[config.mk]
export PLATFORM = sky130hd
export DESIGN_NAME = mdsu_axis
export DESIGN_NICKNAME = d
export VERILOG_FILES = /design/src/rtl/mdsu_pkg.sv /design/src/rtl/mdsu_axis.sv
export SDC_FILE = /design/constraint.sdc
export NUM_CORES = 2
export LEC_CHECK = 0
export BUFFER_PORTS_ARGS = -buffer_cell sky130_fd_sc_hd__buf_2
export CORE_MARGIN = 1
export CORE_UTILIZATION = 40
export DETAILED_ROUTE_END_ITERATION = 16
export PLACE_DENSITY = 0.56
export SYNTH_ARGS = -nofsm -noshare
export SYNTH_HDL_FRONTEND = slang
export SYNTH_SLANG_ARGS = --single-unit
[constraint.sdc]
create_clock -name clock -period 10.7 [get_ports clock]
set_input_delay 1.07 -clock clock [delete_from_list [all_inputs] [get_ports clock]]
set_output_delay 1.07 -clock clock [all_outputs]
set_load 0.02 [all_outputs]
[src/rtl/mdsu_pkg.sv]
// Shared widths, register codes and control types for the diffusion stencil update.
// Used by mdsu_axis and masked_diffusion_stencil_update.
// No dependencies.
package mdsu_pkg;

   localparam int DATA_W  = 32;            // Q16.16 value
   localparam int FRAC_W  = 16;            // fractional bits
   localparam int HALF_W  = DATA_W / 2;    // coefficient half width
   localparam int DIFF_W  = DATA_W + 1;    // one-sided difference
   localparam int COMB_W  = DATA_W + 2;    // (plus diff) - (minus diff)
   localparam int PROD_W  = HALF_W + 1 + COMB_W;   // 17 x 34 signed product
   localparam int SUM_W   = PROD_W + 3;    // three products plus centre
   localparam int RES_W   = SUM_W + 1;     // final sum before clamp
   localparam int MASK_W  = 6;
   localparam int CSR_IDX_W = 2;

   localparam int REQ_TDATA_W = 232;       // 7 x 32 + 6, padded to bytes
   localparam int RSP_TDATA_W = 32;

   localparam logic [CSR_IDX_W-1:0] CSR_COEFF_X = 2'd0;
   localparam logic [CSR_IDX_W-1:0] CSR_COEFF_Y = 2'd1;
   localparam logic [CSR_IDX_W-1:0] CSR_COEFF_Z = 2'd2;

   localparam logic signed [DATA_W-1:0] VALUE_MAX = 32'sh7FFF_FFFF;
   localparam logic signed [DATA_W-1:0] VALUE_MIN = 32'sh8000_0000;

   // round half up on the fractional product sum
   localparam logic signed [SUM_W-1:0] ROUND_HALF = SUM_W'(1) <<< (FRAC_W - 1);

   // load strobes for the two pipeline stages inside an axis lane
   typedef struct packed {
      logic ld_diff;
      logic ld_prod;
   } axis_ctl_type;

endpackage

[src/rtl/mdsu_axis.sv]
// One axis lane: masked differences, then split coefficient products.
// Depends on mdsu_pkg.
module mdsu_axis
   import mdsu_pkg::*;
(
   input  logic                     clock,
   input  axis_ctl_type             ctl,
   input  logic signed [DATA_W-1:0] center,
   input  logic signed [DATA_W-1:0] minus_value,
   input  logic signed [DATA_W-1:0] plus_value,
   input  logic                     minus_usable,
   input  logic                     plus_usable,
   input  logic [DATA_W-1:0]        coeff,
   output logic signed [PROD_W-1:0] prod_hi,   // coeff[31:16] * comb
   output logic signed [PROD_W-1:0] prod_lo    // coeff[15:0]  * comb
);

   logic signed [DIFF_W-1:0] diff_m;
   logic signed [DIFF_W-1:0] diff_p;
   logic signed [COMB_W-1:0] comb_in;
   logic signed [COMB_W-1:0] comb_ff;
   logic signed [HALF_W:0]   coeff_hi;
   logic signed [HALF_W:0]   coeff_lo;
   logic signed [PROD_W-1:0] prod_hi_in;
   logic signed [PROD_W-1:0] prod_lo_in;
   logic signed [PROD_W-1:0] prod_hi_ff;
   logic signed [PROD_W-1:0] prod_lo_ff;

   // unusable neighbour contributes a zero difference
   always_comb begin
      diff_m  = minus_usable ? (DIFF_W'(center) - DIFF_W'(minus_value)) : '0;
      diff_p  = plus_usable  ? (DIFF_W'(plus_value) - DIFF_W'(center))  : '0;
      comb_in = COMB_W'(diff_p) - COMB_W'(diff_m);
   end

   always_comb begin
      coeff_hi   = $signed({1'b0, coeff[DATA_W-1:HALF_W]});
      coeff_lo   = $signed({1'b0, coeff[HALF_W-1:0]});
      prod_hi_in = PROD_W'(coeff_hi) * PROD_W'(comb_ff);
      prod_lo_in = PROD_W'(coeff_lo) * PROD_W'(comb_ff);
   end

   always_ff @(posedge clock) begin
      if (ctl.ld_diff) begin
         comb_ff <= comb_in;
      end
      if (ctl.ld_prod) begin
         prod_hi_ff <= prod_hi_in;
         prod_lo_ff <= prod_lo_in;
      end
   end

   assign prod_hi = prod_hi_ff;
   assign prod_lo = prod_lo_ff;

endmodule

==> After elaboration in Yosys (flattened, before gate mapping) <==
Index checks and enable logic that the tools add are counted.
{ "totals": {"input_bits": 133, "ff_bits": 136} }
{ "op_classes": {"mux": 2, "addsub": 3, "n_mul": 2} }
{ "ops": {"columns": ["op", "count"], "rows": [
  ["multiplier 17 x 34 -> 51 bit", 2],
  ["two-way mux 33 bit", 2],
  ["subtractor 32 x 32 -> 33 bit", 2],
  ["subtractor 33 x 33 -> 34 bit", 1]
]} }

==> Longest topological paths before layout <==
{ "depth": {"depth_word": 3, "ltp_mapped": 28, "depth_no_buf": 27} }

==> Worst setup path before layout <==
OpenSTA, ideal clock, no wires.
{ "synth_timing": {"path_kind": "input to register", "from": "input coeff[8]", "to": "register prod_lo_ff[44], in the netlist prod_lo[44], data pin", "arrival_time_ns": 7.286, "stages": 27, "path_slack_ns": 3.145, "setup_time_ns": 0.269, "n_path_buf": 2, "cell_sequence": "clkbuf_1 > clkbuf_1 > nand2_1 > fa_1 > inv_1 > fa_1 > inv_1 > fa_1 > inv_1 > fa_1 > fa_1 > inv_1 > fa_1 > inv_1 > ha_1 > a21oi_1 > nand2_1 > a221oi_1 > o31ai_1 > or3_1 > a31oi_1 > o21a_1 > o21ai_1 > or3_1 > nand2_1 > o31ai_1 > xor2_1"} }
{ "synth_via": {"elab_chain_len": 1} }
{ "synth_rtl": {"columns": ["element", "line_no", "rtl"], "rows": [
  ["start, declared", "mdsu_axis.sv:13", "input logic [DATA_W-1:0] coeff,"],
  ["multiplier 17 x 34 -> 51 bit", "mdsu_axis.sv:40", "prod_lo_in = PROD_W'(coeff_lo) * PROD_W'(comb_ff);"],
  ["via prod_lo_in[44]", "mdsu_axis.sv:25", "logic signed [PROD_W-1:0] prod_lo_in;"],
  ["end signal, assigned", "mdsu_axis.sv:49", "prod_lo_ff <= prod_lo_in;"],
  ["end, declared", "mdsu_axis.sv:27", "logic signed [PROD_W-1:0] prod_lo_ff;"]
]} }
The timed path passes the listed nets, and every way through them passes these cells.
A chain may end at the register's enable or synchronous reset.

==> Worst setup path after layout <==
{ "layout_timing": {"from": "register comb_ff[8]", "to": "register prod_lo_ff[50], in the netlist prod_lo[50], data pin"} }
{ "layout_via": {"elab_chain_len": 1} }
{ "layout_rtl": {"columns": ["element", "line_no", "rtl"], "rows": [
  ["start, declared", "mdsu_axis.sv:21", "logic signed [COMB_W-1:0] comb_ff;"],
  ["start signal, assigned", "mdsu_axis.sv:45", "comb_ff <= comb_in;"],
  ["multiplier 17 x 34 -> 51 bit", "mdsu_axis.sv:40", null],
  ["via prod_lo_in[50]", "mdsu_axis.sv:25", null]
]} }
The timed path passes the listed nets, and every way through them passes these cells.

==> impl_metrics.yaml <==
drt:
  via_per_inst: 4.980
  first_iter_violations: 1633
  wl_um: 119700
  wire_per_inst_um: 17.57
  first_pass_iters: 5
  vias: 33920
  drc: 0
  ant_nets: 0
placement:
  hpwl_um: 93870
  place_congestion: 0.8612
  io_buffers: 234
clock_network:
  cts_made_buffers: 17
  clkLatencyLatePin_ns: 0.53
  htreeDepth: 4
  cts_tree: "yes"
  cts_resized: 0
  post_cts_buffers: 0
  clkTransAtPathRegs_ns: 0.07
  clock_sinks: 136
  ctsHoldBuffers: 0
  root_buffer: "clkbuf_16"
  clockBufferDepth: 2
floorplan:
  num_io_pins: 235
  die_h_um: 343.5
  die_area_um2: 118000
  core_area_um2: 115000
  die_x_um: 343.5
  start_util_pct: 40.58
  fp-row-count: 124
job:
  max_cap_viol_count: 0
global_routing:
  use_met2_pct: 37.82
  grt_first_pass_wirelength_um: 195200
  grt_pass1_vias: 36460
  grt_busiest_layer: "met2"
  grtUsageTotal_pct: 21.40
  grt.overflow.total: 0
  met3_usage_pct: 3.194
  antenna_found_initial: 8
  grtUsageMet1_pct: 27.43
  grt_max_degree: 56
layout:
  layout_common_cells: "inv_1, fa_1, nand2_1"
  nets: 6796
  nFillCells: 11500
  postLayoutCoreUtil_pct: 43.27
  final_common_cell: "inv_1"
  antenna_cells: 0
  drive_above_1_share_pct: 6.077
  area_growth_pct: 6.613
logic_synthesis:
  syn_area_per_cell_um2: 8.939
  yosys.area.top_type_share_pct: 44.50
  netlist_area_um2: 46650
  synth_cell_types: 61
  synth-async-reset-ratio_pct: 0
  yosys.area.top_type: "fa_1"
  syn_nets: 6728
  synth-main-ff-cell: "edfxtp_1"
  synth_warnings: 0
  synth-edff-count: 136
  synthCells: 5219
  synth_area_leaders: "fa_1, inv_1, ha_1"
  yosysSeqAreaShare_pct: 8.753
  ys_ff_latch: 136
critical_path:
  setup.worst_path.class: "reg2reg"
  critPathLaunch: "comb_ff[8]"
  r2r_start: "comb_ff[8]"
  startpoint_type: "flip-flop"
  cp.required_ns: 10.98
  end_kind: "flip-flop"
  cp_data_arrival_time_ns: 8.65
  crit_fanout: 20
hold_path:
  hp-start: "comb_ff[0]"
  min_path_type: "reg2reg"
timing:
  drv_slew: 0
  setup_tns_ns: 0
  rsz0062_at_grt: "no"
  worst_pin_slew_ns: 1.081
  period_minus_slack_ns: 8.374
  slew_headroom_pct: 27.96
  fmax_mhz: 119.4
  clock-skew-final_ns: 0.02026
  period_share_pct: 78.26
  setup_violations: 0
  hold_viol_final: 0
run_status:
  status: "complete, no violations"
sequential cells by signal (all words and copies together) (netlist names):
name and count:
comb_ff 34, prod_lo 51, prod_hi 51
metal layers:
| metal | vias up | part of all wire (%) |
|---|---|---|
| li1 | 15590 | - |
| met1 | 17340 | 42 |
| met2 | 857 | 51 |
| met3 | 120 | 5.7 |
| met4 | 12 | 1.8 |
| met5 | - | 0.053 |
final timing paths:
| check | cells after the start | slack [ns] | end |
|---|---|---|---|
| worst max-delay path | 24 | 2.33 | prod_lo[50] |
| worst min-delay path | 2 | 1.04 | prod_hi[0] |
| worst max register to register | 24 | 2.33 | prod_lo[50] |
| worst min register to register | 2 | 1.04 | prod_hi[0] |
kinds of logic (layout without fill, tap and decap cells):
logic type,Yosys count,after routing,synth area share [%]
xor gates and xnor gates,175,175,3.285
AOI/OAI and AO/OA,509,509,6.890
DFF,136,136,8.753
adders and majority gates,1376,1376,53.59
buffers and inverters,1545,1625,12.43
and+or+nand+nor,1478,1478,15.05
layout make-up:
type	instances	area [um2]	share of cell area (%)
sequential	136	4084	8.211
timing repair buffer	281	1526	3.069
inverter	1313	4928	9.908
tap	1512	1892	3.803
clock inverter	13	108.9	0.2188
clock buffer	18	429.2	0.8628
multi-input combinational	3538	36770	73.93
critical path: stages (launching register included):
cell      delay, ns
edfxtp_1       0.93
buf_4          0.45
nand2_1        0.13
fa_1           0.54
inv_1          0.05
fa_1           0.47
fa_1           0.57
fa_1           0.45
fa_1           0.51
inv_1          0.05
fa_1           0.47
inv_1          0.04
ha_1           0.33
nand2_1        0.13
nor2_1         0.16
nand3_1        0.09
o31ai_1        0.48
or3_1          0.25
a31oi_1        0.22
o41ai_1        0.94
a41oi_1        0.31
nand2_1        0.16
a31o_2         0.15
a21oi_1        0.07
xnor2_1        0.12
cells in the mapped netlist (5+ instances only):
library cell,n
a31oi_1,19
o21ai_0,91
xor2_1,54
nor2b_1,26
o21a_1,29
ha_1,339
nor2_1,77
clkbuf_1,231
o211ai_1,7
o31ai_1,5
nor3_1,15
a21oi_1,174
nand4_1,20
nand2b_1,20
nand3_1,33
a31o_2,8
a21o_1,79
and2_1,435
nand2_1,801
inv_1,1313
o21bai_1,22
o31a_1,5
edfxtp_1,136
and3_1,20
a211o_1,6
or3_1,10
a211oi_1,10
xnor2_1,121
a21boi_0,8
and3b_1,6
fa_1,1037
a41oi_1,5
stage by stage:
| stage | setup WS (ns) | cell area (um2) | instances | hold WS [ns] |
|---|---|---|---|---|
| 2_1_floorplan | 3.145 | 46650 | 5219 | 0.5847 |
| 3_3_place_gp | 2.103 | 49200 | 6780 | 1.031 |
| 3_5_place_dp | 2.046 | 49200 | 6780 | 1.039 |
| 4_1_cts | 2.395 | 49740 | 6811 | 1.034 |
| 5_1_grt | 1.961 | 49740 | 6811 | 1.087 |
| 6_report | 2.326 | 49740 | 6811 | 1.043 |
Power is left out: the tool's default activity adds up to more than one toggle a clock period on the data nets, which glitch-free logic cannot reach.
